--- config.mk ---
export PLATFORM = sky130hd
export DESIGN_NAME = life_generation_row_stream_unit_flat
export DESIGN_NICKNAME = d
export VERILOG_FILES = /design/src/hw/rtl/lgr_pkg.sv /design/src/hw/rtl/lgr_intf.sv /design/src/hw/rtl/life_generation_row_stream_unit.sv /design/src/hw/rtl/lgr_cell.sv /design/src/hw/rtl/lgr_row_engine.sv /design/src/flat_wrapper.sv
export SDC_FILE = /design/constraint.sdc
export NUM_CORES = 1
export LEC_CHECK = 0
export BUFFER_PORTS_ARGS = -buffer_cell sky130_fd_sc_hd__buf_2
export CAP_MARGIN = 40
export CORE_MARGIN = 8
export CORE_UTILIZATION = 45
export DETAILED_ROUTE_END_ITERATION = 8
export PLACE_DENSITY_LB_ADDON = 0.2
export SYNTH_ARGS = -nofsm -noshare
export SYNTH_HDL_FRONTEND = slang
export SYNTH_HIERARCHICAL = 1
export SYNTH_SLANG_ARGS = --single-unit
--- constraint.sdc ---
create_clock -name i_clk -period 12.12 [get_ports i_clk]
set_input_delay 2.424 -clock i_clk [delete_from_list [all_inputs] [get_ports i_clk]]
set_output_delay 2.424 -clock i_clk [all_outputs]
set_load 0.02 [all_outputs]
--- src/hw/rtl/lgr_pkg.sv ---
// ---------------------------------------------------------------------------
// lgr_pkg - shared definitions for the Life row stream unit
// Widths, rule constants, result beat type and the column mask helper.
// ---------------------------------------------------------------------------
`timescale 1ns / 1ps
`default_nettype none

package lgr_pkg;

    // Field widths
    localparam int ROW_BITS_W    = 64;
    localparam int CFG_W         = 7;
    localparam int ROW_CELLS_DEF = 64;

    // Result queue depth: one slot draining plus two written by a last row
    localparam int RES_FIFO_DEPTH = 3;

    // Neighbor counts of the B3/S23 rule
    localparam logic [3:0] LIFE_BIRTH = 4'd3;
    localparam logic [3:0] LIFE_STAY  = 4'd2;

    // Rows of the current frame held in the window (saturates at two)
    localparam logic [1:0] ROWS_NONE = 2'd0;
    localparam logic [1:0] ROWS_ONE  = 2'd1;
    localparam logic [1:0] ROWS_TWO  = 2'd2;

    // One result beat
    typedef struct packed {
        logic [ROW_BITS_W-1:0] bits;
        logic                  done;
    } t_result;

    // Mask of the used columns: width 0 acts as 1, above cells acts as cells
    function automatic logic [ROW_BITS_W-1:0] width_mask(
        input logic [CFG_W-1:0] width,
        input int               cells
    );
        logic [CFG_W-1:0]      used;
        logic [ROW_BITS_W-1:0] m;
        used = width;
        if (used == '0) begin
            used = CFG_W'(1);
        end
        if (int'(used) > cells) begin
            used = CFG_W'(cells);
        end
        for (int k = 0; k < ROW_BITS_W; k++) begin
            m[k] = (k < int'(used));
        end
        return m;
    endfunction

endpackage

`default_nettype wire

--- src/hw/rtl/lgr_intf.sv ---
// ---------------------------------------------------------------------------
// lgr_intf - valid/ready channels of the Life row stream unit
// Input row channel, result row channel and the width register write channel.
// ---------------------------------------------------------------------------
`timescale 1ns / 1ps
`default_nettype none

interface lgr_row_if;
    logic                             valid;
    logic                             ready;
    logic [lgr_pkg::ROW_BITS_W-1:0]   row_bits;
    logic                             last_row;

    modport source (output valid, output row_bits, output last_row, input ready);
    modport sink   (input valid, input row_bits, input last_row, output ready);
endinterface

interface lgr_res_if;
    logic                             valid;
    logic                             ready;
    logic [lgr_pkg::ROW_BITS_W-1:0]   next_row_bits;
    logic                             frame_done;

    modport source (output valid, output next_row_bits, output frame_done, input ready);
    modport sink   (input valid, input next_row_bits, input frame_done, output ready);
endinterface

interface lgr_cfg_if;
    logic                        valid;
    logic                        ready;
    logic [lgr_pkg::CFG_W-1:0]   row_width;

    modport source (output valid, output row_width, input ready);
    modport sink   (input valid, input row_width, output ready);
endinterface

`default_nettype wire

--- src/hw/rtl/life_generation_row_stream_unit.sv ---
// ---------------------------------------------------------------------------
// life_generation_row_stream_unit - streaming Life generation, one row a beat
// Holds a two-row window and emits the updated row above each new row.
// ---------------------------------------------------------------------------
// Rows enter one per clock while i_row.ready is high; an accepted row writes
// its results into a three-entry result queue at its accepting edge, so results
// appear in the cycle after the row that causes them. The output side drains
// one beat per cycle while o_res.ready is high: a frame of N rows (N >= 1)
// yields N result beats in total. When N >= 2 the first row yields none and the
// last row yields two, and that second beat holds i_row.ready low for a cycle at
// each frame end while the result side takes a beat every cycle. i_row.ready is
// high while the queue holds at most one beat. All ROW_CELLS column lanes update
// the whole row in the accepting cycle. The width register can be written at any
// time with no wait; a write applies from the next row on, and rows already held
// are masked with the new width when they are used. No startup pass.
`timescale 1ns / 1ps
`default_nettype none

module life_generation_row_stream_unit #(
    parameter int ROW_CELLS = lgr_pkg::ROW_CELLS_DEF
) (
    input  wire logic  i_clk,
    input  wire logic  i_rst_n,
    lgr_row_if.sink    i_row,
    lgr_res_if.source  o_res,
    lgr_cfg_if.sink    i_cfg
);

    localparam int RW    = lgr_pkg::ROW_BITS_W;
    localparam int DEPTH = lgr_pkg::RES_FIFO_DEPTH;
    localparam int CNT_W = $clog2(DEPTH + 1);
    localparam logic [RW-1:0] CELL_MASK =
        lgr_pkg::width_mask(lgr_pkg::CFG_W'(ROW_CELLS), ROW_CELLS);
    localparam logic [RW-1:0] RESET_MASK =
        lgr_pkg::width_mask(lgr_pkg::CFG_W'(64), ROW_CELLS);

    logic [RW-1:0]      r_mask;
    logic [RW-1:0]      r_older, n_older;
    logic [RW-1:0]      r_prev,  n_prev;
    logic [1:0]         r_seen,  n_seen;
    lgr_pkg::t_result   r_q [DEPTH];
    lgr_pkg::t_result   n_q [DEPTH];
    logic [CNT_W-1:0]   r_count, n_count;

    logic               w_in_acc;
    logic               w_pop;
    logic [RW-1:0]      w_cur;
    logic [RW-1:0]      w_gen;
    lgr_pkg::t_result   w_res0;
    lgr_pkg::t_result   w_res1;
    logic [1:0]         w_push;
    logic [CNT_W-1:0]   w_base;

    // Handshakes
    assign i_cfg.ready = 1'b1;
    assign i_row.ready = (r_count < CNT_W'(DEPTH - 1));
    assign w_in_acc    = i_row.valid & i_row.ready;
    assign o_res.valid = (r_count != '0);
    assign w_pop       = o_res.valid & o_res.ready;
    assign o_res.next_row_bits = r_q[0].bits;
    assign o_res.frame_done    = r_q[0].done;

    // Column mask register, derived on write
    always_ff @(posedge i_clk) begin
        if (!i_rst_n) begin
            r_mask <= RESET_MASK;
        end else if (i_cfg.valid) begin
            r_mask <= lgr_pkg::width_mask(i_cfg.row_width, ROW_CELLS);
        end
    end

    assign w_cur = i_row.row_bits & CELL_MASK;

    // Lane array on the window
    lgr_row_engine #(
        .ROW_CELLS (ROW_CELLS)
    ) u_engine (
        .i_above (r_older & r_mask),
        .i_mid   (r_prev & r_mask),
        .i_below (w_cur & r_mask),
        .i_mask  (r_mask),
        .o_next  (w_gen)
    );

    // Results of the accepted row and window update
    always_comb begin
        w_res0.bits = r_prev & r_mask;
        w_res0.done = 1'b0;
        w_res1.bits = w_cur & r_mask;
        w_res1.done = 1'b1;
        w_push      = 2'd0;
        n_older     = r_older;
        n_prev      = r_prev;
        n_seen      = r_seen;
        if (w_in_acc) begin
            case (r_seen)
                lgr_pkg::ROWS_NONE: begin
                    w_res0.bits = w_cur & r_mask;
                    w_res0.done = 1'b1;
                    w_push      = i_row.last_row ? 2'd1 : 2'd0;
                end
                lgr_pkg::ROWS_ONE: begin
                    w_push = i_row.last_row ? 2'd2 : 2'd1;
                end
                default: begin
                    w_res0.bits = w_gen;
                    w_push      = i_row.last_row ? 2'd2 : 2'd1;
                end
            endcase
            if (i_row.last_row) begin
                n_older = '0;
                n_prev  = '0;
                n_seen  = lgr_pkg::ROWS_NONE;
            end else begin
                n_older = r_prev;
                n_prev  = w_cur;
                n_seen  = (r_seen == lgr_pkg::ROWS_NONE) ? lgr_pkg::ROWS_ONE
                                                         : lgr_pkg::ROWS_TWO;
            end
        end
    end

    // Result queue: head at entry 0, shift on pop, write behind the survivors
    assign w_base  = r_count - CNT_W'(w_pop);
    assign n_count = w_base + CNT_W'(w_push);

    always_comb begin
        for (int i = 0; i < DEPTH - 1; i++) begin
            n_q[i] = w_pop ? r_q[i+1] : r_q[i];
        end
        n_q[DEPTH-1] = r_q[DEPTH-1];
        for (int i = 0; i < DEPTH; i++) begin
            if ((w_push != 2'd0) && (w_base == CNT_W'(i))) begin
                n_q[i] = w_res0;
            end
            if ((w_push == 2'd2) && (w_base + CNT_W'(1) == CNT_W'(i))) begin
                n_q[i] = w_res1;
            end
        end
    end

    // Control state
    always_ff @(posedge i_clk) begin
        if (!i_rst_n) begin
            r_older <= '0;
            r_prev  <= '0;
            r_seen  <= lgr_pkg::ROWS_NONE;
            r_count <= '0;
        end else begin
            r_older <= n_older;
            r_prev  <= n_prev;
            r_seen  <= n_seen;
            r_count <= n_count;
        end
    end

    // Queue payload
    always_ff @(posedge i_clk) begin
        for (int i = 0; i < DEPTH; i++) begin
            r_q[i] <= n_q[i];
        end
    end

endmodule

`default_nettype wire

--- src/hw/rtl/lgr_cell.sv ---
// ---------------------------------------------------------------------------
// lgr_cell - one cell lane of the Life update
// Counts the eight neighbors and applies birth on three, survival on 2 or 3.
// ---------------------------------------------------------------------------
`timescale 1ns / 1ps
`default_nettype none

module lgr_cell (
    input  wire logic [2:0] i_above,
    input  wire logic [1:0] i_side,
    input  wire logic [2:0] i_below,
    input  wire logic       i_alive,
    output logic            o_next
);

    logic [3:0] w_count;

    // Neighbor population
    assign w_count = 4'(i_above[0]) + 4'(i_above[1]) + 4'(i_above[2])
                   + 4'(i_side[0])  + 4'(i_side[1])
                   + 4'(i_below[0]) + 4'(i_below[1]) + 4'(i_below[2]);

    // B3/S23
    assign o_next = (w_count == lgr_pkg::LIFE_BIRTH)
                  | (i_alive & (w_count == lgr_pkg::LIFE_STAY));

endmodule

`default_nettype wire

--- src/hw/rtl/lgr_row_engine.sv ---
// ---------------------------------------------------------------------------
// lgr_row_engine - lane array and merge for one row update
// One cell lane per column; the merge keeps edge columns and masks the row.
// ---------------------------------------------------------------------------
`timescale 1ns / 1ps
`default_nettype none

module lgr_row_engine #(
    parameter int ROW_CELLS = lgr_pkg::ROW_CELLS_DEF
) (
    input  wire logic [lgr_pkg::ROW_BITS_W-1:0] i_above,
    input  wire logic [lgr_pkg::ROW_BITS_W-1:0] i_mid,
    input  wire logic [lgr_pkg::ROW_BITS_W-1:0] i_below,
    input  wire logic [lgr_pkg::ROW_BITS_W-1:0] i_mask,
    output logic      [lgr_pkg::ROW_BITS_W-1:0] o_next
);

    localparam int RW = lgr_pkg::ROW_BITS_W;

    logic [RW+1:0] w_above_pad;
    logic [RW+1:0] w_mid_pad;
    logic [RW+1:0] w_below_pad;
    logic [RW-1:0] w_lane;
    logic [RW-1:0] w_inner;

    // Dead border around each row so every lane sees three columns
    assign w_above_pad = {1'b0, i_above, 1'b0};
    assign w_mid_pad   = {1'b0, i_mid,   1'b0};
    assign w_below_pad = {1'b0, i_below, 1'b0};

    // Cell lanes
    for (genvar k = 0; k < RW; k++) begin : g_lane
        if (k < ROW_CELLS) begin : g_cell
            lgr_cell u_cell (
                .i_above (w_above_pad[k+2:k]),
                .i_side  ({w_mid_pad[k+2], w_mid_pad[k]}),
                .i_below (w_below_pad[k+2:k]),
                .i_alive (i_mid[k]),
                .o_next  (w_lane[k])
            );
        end else begin : g_none
            assign w_lane[k] = 1'b0;
        end
    end

    // Interior column: not column 0 and the column to its right is used
    assign w_inner = (i_mask >> 1) & ~RW'(1);

    // Merge: interior columns take the lane, edges pass, unused columns clear
    assign o_next = ((w_inner & w_lane) | (~w_inner & i_mid)) & i_mask;

endmodule

`default_nettype wire

--- src/flat_wrapper.sv ---
// flat-port wrapper written by rule: the top's interface ports become plain ports
module life_generation_row_stream_unit_flat 
#(
    parameter int ROW_CELLS = lgr_pkg::ROW_CELLS_DEF
)
  (i_clk, i_rst_n, i_row_valid, i_row_row_bits, i_row_last_row, i_row_ready, o_res_valid, o_res_next_row_bits, o_res_frame_done, o_res_ready, i_cfg_valid, i_cfg_row_width, i_cfg_ready);
  lgr_row_if i_row_i ();
  lgr_res_if o_res_i ();
  lgr_cfg_if i_cfg_i ();
  input  wire logic i_clk;
  input  wire logic i_rst_n;
  input wire logic [$bits(i_row_i.valid)-1:0] i_row_valid;
  input wire logic [$bits(i_row_i.row_bits)-1:0] i_row_row_bits;
  input wire logic [$bits(i_row_i.last_row)-1:0] i_row_last_row;
  output wire logic [$bits(i_row_i.ready)-1:0] i_row_ready;
  output wire logic [$bits(o_res_i.valid)-1:0] o_res_valid;
  output wire logic [$bits(o_res_i.next_row_bits)-1:0] o_res_next_row_bits;
  output wire logic [$bits(o_res_i.frame_done)-1:0] o_res_frame_done;
  input wire logic [$bits(o_res_i.ready)-1:0] o_res_ready;
  input wire logic [$bits(i_cfg_i.valid)-1:0] i_cfg_valid;
  input wire logic [$bits(i_cfg_i.row_width)-1:0] i_cfg_row_width;
  output wire logic [$bits(i_cfg_i.ready)-1:0] i_cfg_ready;
  assign i_row_i.valid = i_row_valid;
  assign i_row_i.row_bits = i_row_row_bits;
  assign i_row_i.last_row = i_row_last_row;
  assign i_row_ready = i_row_i.ready;
  assign o_res_valid = o_res_i.valid;
  assign o_res_next_row_bits = o_res_i.next_row_bits;
  assign o_res_frame_done = o_res_i.frame_done;
  assign o_res_i.ready = o_res_ready;
  assign i_cfg_i.valid = i_cfg_valid;
  assign i_cfg_i.row_width = i_cfg_row_width;
  assign i_cfg_ready = i_cfg_i.ready;
  life_generation_row_stream_unit #(.ROW_CELLS(ROW_CELLS)) u_core (.i_clk(i_clk), .i_rst_n(i_rst_n), .i_row(i_row_i), .o_res(o_res_i), .i_cfg(i_cfg_i));
endmodule
# After elaboration in Yosys (flattened, before gate mapping)
# Memories as Yosys holds them, arrays and structs flattened.
# Index checks and enable logic that the tools add are counted.
dict set report classes {
  n_mux 25
  bitwise 138
  n_mul 0
  eq_ne 134
  n_lt_le_gt_ge 66
  div 0
  n_shift 0
  add_sub_neg 444
  reduce_logical 12
}
# cell count
set ops {}
lappend ops {{$add A4 B1 Y4} 315}
lappend ops {{$mux W65} 9}
lappend ops {{$eq A4 B2 Y1 const B} 128}
lappend ops {{$and A64 B64 Y64} 5}
lappend ops {{$lt A6 B7 Y1 const A} 32}
lappend ops {{$add A2 B1 Y3} 63}
lappend ops {{$mux W64} 2}
lappend ops {{$pmux W64 S2} 1}
lappend ops {{$add A1 B1 Y2} 63}
lappend ops {{$lt A5 B7 Y1 const A} 16}
lappend ops {{$and A1 B1 Y1} 66}
lappend ops {{$and A63 B64 Y64} 1}
lappend ops {{$not A63 Y64} 1}
lappend ops {{$or A1 B1 Y1} 64}
lappend ops {{$or A64 B64 Y64} 1}
lappend ops {{$lt A4 B7 Y1 const A} 8}
lappend ops {{$mux W7} 6}
lappend ops {{$lt A3 B7 Y1 const A} 4}
lappend ops {{$lt A1 B7 Y1 const A} 2}
lappend ops {{$lt A2 B7 Y1 const A} 2}
lappend ops {{$mux W2} 5}
lappend ops {{$gt A7 B7 Y1 const B} 1}
lappend ops {{$logic_not A7 Y1} 1}
lappend ops {{$eq A2 B1 Y1 const B} 3}
lappend ops {{9 further kinds} 20}
dict set report totals {
  out_inout_bits 68
  rom_bits 0
  latchBits 0
  wordCells 825
  input_bits 77
  n_memories 1
  ram_bits 195
  ff_bits 196
}
# memory depth width rd rd_ports_with_merged_regs wr line_no
set mem_list {}
lappend mem_list {u_core.r_q 3 65 3 0 3 life_generation_row_stream_unit.sv:41} ;# lgr_pkg::t_result r_q [DEPTH];

# Logic depth before layout (Yosys ltp)
dict set report logic_depth {
  ltp_word 18
  depth_mapped 16
  depth_no_buf 16
}

# Hierarchy
# The synthesis kept the hierarchy.
# module instances cells_per_inst area_each_um2
set modules_own_cells {}
lappend modules_own_cells {life_generation_row_stream_unit 1 2110 19681.4}
lappend modules_own_cells {{lgr_cell at u_core.u_engine.g_lane[10].g_cell.u_cell ...} 41 23 185.2}
lappend modules_own_cells {{lgr_cell at u_core.u_engine.g_lane[47].g_cell.u_cell ...} 21 23 200.2}
lappend modules_own_cells {lgr_row_engine 1 126 1021.0}

# Least setup slack after synthesis
# OpenSTA, ideal clock, no wires.
dict set report synth_timing {
  kind {input port to flip-flop}
  from {input port i_row_row_bits[7]}
  to {memory u_core/r_q[0][139] in the netlist's numbering (data pin)}
  path_buffers 0
  required_time_ps 11967
  setup_ps 153
  arrival_ps 5610
  slack_ps 6357
  cell_stages 16
  path_cell_list {nand2_1 inv_1 inv_1 fa_1 fa_1 fa_1 inv_1 ha_1 fa_1 o211a_1 a211oi_2 mux2i_1 nor2b_1 nand2_1 and3_1 o22ai_1}
}
# item line_no
set synth_lines {}
lappend synth_lines {{from (decl)} flat_wrapper.sv:13} ;# input wire logic [$bits(i_row_i.row_bits)-1:0] i_row_row_bits;
lappend synth_lines {{to (decl)} life_generation_row_stream_unit.sv:41}

==> flow_summary.yaml <==
timing:
  min_period_over_period_pct: 46.79
  grt_setup_unrepaired: "false"
  fin_crit_ns: 5.671
  setup_slack_ns: 6.449
  hold_viol_final: 0
  slew_headroom_pct: 40.77
  fmax_mhz: 176.3
  tightestPinTransition_ns: 0.8884
  final_max_slew_viol_count: 0
  fin_skew_ns: 0.01970
  setup_viol: 0
  setup_tns_ns: 0
worst_hold_path:
  min_to: "u_core/r_older[9]$_SDFFE_PN0P_"
  min_path_cells: 2
  worstHoldStart: "u_core/r_older[9]$_SDFFE_PN0P_"
  hold_class: "flop to flop"
layout:
  fillCellCount: 6839
  area_growth_pct: 9.159
  drive_above_1_share_pct: 8.175
  register_area_um2: 9749
  multi_input_area_um2: 18710
  nets: 4172
yosys:
  synth.area.top_cells: "edfxtp_1, fa_1, dfxtp_1"
  syn-num-nets: 4178
  yosys.area.top_type_share_pct: 17.74
  yosysSeqAreaShare_pct: 30.00
  netlist.top_cell.by_area: "edfxtp_1"
  ys_warn_count: 6
  ys_ff_latch: 391
  synth.avg_cell_area_um2: 8.875
  yosys-top-cells-count: "inv_1, fa_1, nand2_1, a21oi_1, dfxtp_1"
  synthCells: 3662
  synth_area_um2: 32500
  ys_types: 52
  async_flop_share_pct: 0
  synth_top_flop_cell: "dfxtp_1"
  synth_edf_count: 192
  synth_most_common_cell: "inv_1"
grt:
  grt_max_degree: 143
  grt_pass1_vias: 25750
  grt_usage_pct: 22.16
  grt-ovfl-total: 0
  grt_pass1_wl_um: 145800
  antenna_found_initial: 8
clock_tree:
  cts_num_sinks: 391
  cts_root_buffer: "clkbuf_16"
  cts_max_level: 2
  cts.path.max_buffers: 3
  cts_setup_buffers: 0
  cts_buffers: 48
  clk_pin_slew_ns: 0.06
  ctsResizeCount: 0
  clock_latency_ns: 0.59
  postCtsHoldBufs: 0
  tritoncts: "built"
worst_setup_path:
  path_cells: "buf_2, nand2_1, inv_1, inv_1, fa_1, fa_1, fa_1, inv_1, ha_1, fa_1, o211a_1, a211oi_2, mux2i_1, nor2b_1, nand2_1, and3_1, o22ai_1"
  critical_path_class: "input pin to flop"
  critPathSlowestCell: "fa_1"
  start_kind: "input pin"
  crit_path_frequent_cell: "fa_1"
  end_kind: "flop"
  rr_startpoint: "u_core/r_mask[56]$_SDFFE_PN1P_"
  crit_fanout: 6
  r2r-end: "u_core/r_q[0][188]$_DFFE_PP_"
  reg2reg_setup_slack_ns: 7.74
  cpPeakStageDelay_ns: 0.52
  crit_arrival_ns: 6.11
  reg2reg_depth: 16
  cp.required_ns: 12.56
power_and_ir_drop:
  p_leak_nw: 16.79
  ir_drop_uv: 201.8
  power.density_nw_per_um2: 146.7
routing:
  post_drt_wl_per_cell_um: 19.72
  via_per_inst: 5.525
  vias: 25680
  drt-pass1-iter-count: 6
  routed_wirelength_um: 91690
  drtIter0Drc: 1889
  ant_nets: 0
  drc: 0
place:
  gp_congestion: 0.8081
  place_hpwl_um: 60310
  post-place-ws_ns: 5.912
  portBuffers: 143
floorplanning:
  rows: 98
  dieWidth_um: 284.7
  die_area_um2: 81070
  fp.dieH_um: 284.7
  core_area_um2: 71490
  start_util_pct: 45.46
  io-pin-count: 145
run:
  drv_cap: 0
run_status:
  status: "finished clean"
==> routing by layer <==
layer / track usage [%] / wire, µm / part of all wire [%]
met1: 30.93 / 41730 / 46
met2: 35.47 / 41630 / 45
met3: 3.770 / 6184 / 6.7
met4: 5.895 / 2112 / 2.3
met5: 0 / 27 / 0.029
==> state kept, by name (all words and copies together), names as in the netlist <==
signal / cells
u_core/r_q: 195
u_core/r_older: 64
u_core/r_mask: 64
u_core/r_seen: 2
u_core/r_prev: 64
u_core/r_count: 2
==> cell families (layout without fill, tap and decap cells) <==
family	Yosys count	in the layout	share of synthesized area, %
buffers and inverters	1024	1056	12.75
adder cells (fa/ha/maj)	439	439	22.63
flip-flops	391	391	30.00
AND/OR/NAND/NOR	961	961	16.44
multiplexers	69	69	2.133
AO/OA/AOI/OAI	775	775	15.99
XOR/XNOR	2	2	0.05391
other	1	6	0.01154
==> critical path: cells and delay by family <==
kind / cells / cell delay, ns
fa+ha+maj: 5 / 2.07
compound gates: 3 / 0.60
simple gates: 4 / 0.48
buf+inv: 4 / 0.43
mux: 1 / 0.10
==> cell usage in the layout, fill, tap and decap left out, types with 8 or more instances in the layout <==
| master | Yosys | routed |
|---|---|---|
| a21oi_1 | 215 | 215 |
| a221o_1 | 128 | 128 |
| clkinv_2 | 0 | 13 |
| or2_0 | 41 | 41 |
| a31oi_1 | 131 | 130 |
| and2_1 | 133 | 132 |
| o22ai_1 | 64 | 64 |
| edfxtp_1 | 192 | 192 |
| nor2_1 | 41 | 40 |
| buf_4 | 65 | 21 |
| ha_1 | 191 | 191 |
| nand2b_1 | 13 | 11 |
| nand3_1 | 58 | 57 |
| o221ai_1 | 35 | 35 |
| buf_2 | 9 | 142 |
| fa_1 | 248 | 248 |
| buf_16 | 0 | 8 |
| o211a_1 | 21 | 21 |
| o21ai_0 | 145 | 145 |
| or2_1 | 21 | 21 |
| nand2_1 | 219 | 216 |
| and3_1 | 195 | 195 |
| nor2b_1 | 196 | 194 |
| nand3b_1 | 24 | 24 |
| inv_1 | 792 | 791 |
| clkbuf_16 | 0 | 51 |
| a211oi_2 | 21 | 21 |
| dfxtp_1 | 199 | 199 |
| mux2i_1 | 67 | 67 |
==> metrics by stage <==
step / hold WS, ns / utilization (%) / area, µm² / instances / total power, mW
2_1_floorplan: 0.4368 / - / 32500 / 3662 / 3.193
3_3_place_gp: 0.4757 / 46.89 / 33520 / 4544 / 3.622
3_5_place_dp: 0.4814 / 47.26 / 33790 / 4556 / 3.683
4_1_cts: 0.4954 / 49.61 / 35460 / 4644 / 5.254
5_1_grt: 0.5187 / 49.61 / 35470 / 4645 / 5.521
6_report: 0.4925 / 49.63 / 35480 / 4649 / 5.204
==> final cells by class <==
cell class,instances,share of cell area [%]
tap,950,3.351
timing repair buffer,176,3.277
inverter,792,8.387
clock inverter,27,0.8535
antenna,5,0.03527
clock buffer,61,3.873
sequential,391,27.48
multi-input combinational,2247,52.74
==> worst max-delay path by stage <==
stage / end / startpoint / cells past startpoint / slack (ns)
final: u_core/r_q[0][180]$_DFFE_PP_ / i_row_row_bits[48] / 17 / 6.45
after global routing: u_core/r_q[0][7]$_DFFE_PP_ / i_row_row_bits[5] / 17 / 6.27
after CTS: u_core/r_q[0][139]$_DFFE_PP_ / i_row_row_bits[7] / 17 / 6.54
after detailed placement: u_core/r_q[0][187]$_DFFE_PP_ / i_row_row_bits[55] / 17 / 5.91
after global placement: u_core/r_q[0][191]$_DFFE_PP_ / i_row_row_bits[59] / 17 / 5.89
after floorplan: u_core/r_q[0][139]$_DFFE_PP_ / i_row_row_bits[7] / 16 / 6.36
==> where the power goes <==
group,internal (mW),total (mW),switching [mW]
Clock,0.929,1.54,0.612
Combinational,0.653,1.81,1.16
Sequential,1.73,1.85,0.123
(Power assumes the default switching activity.)
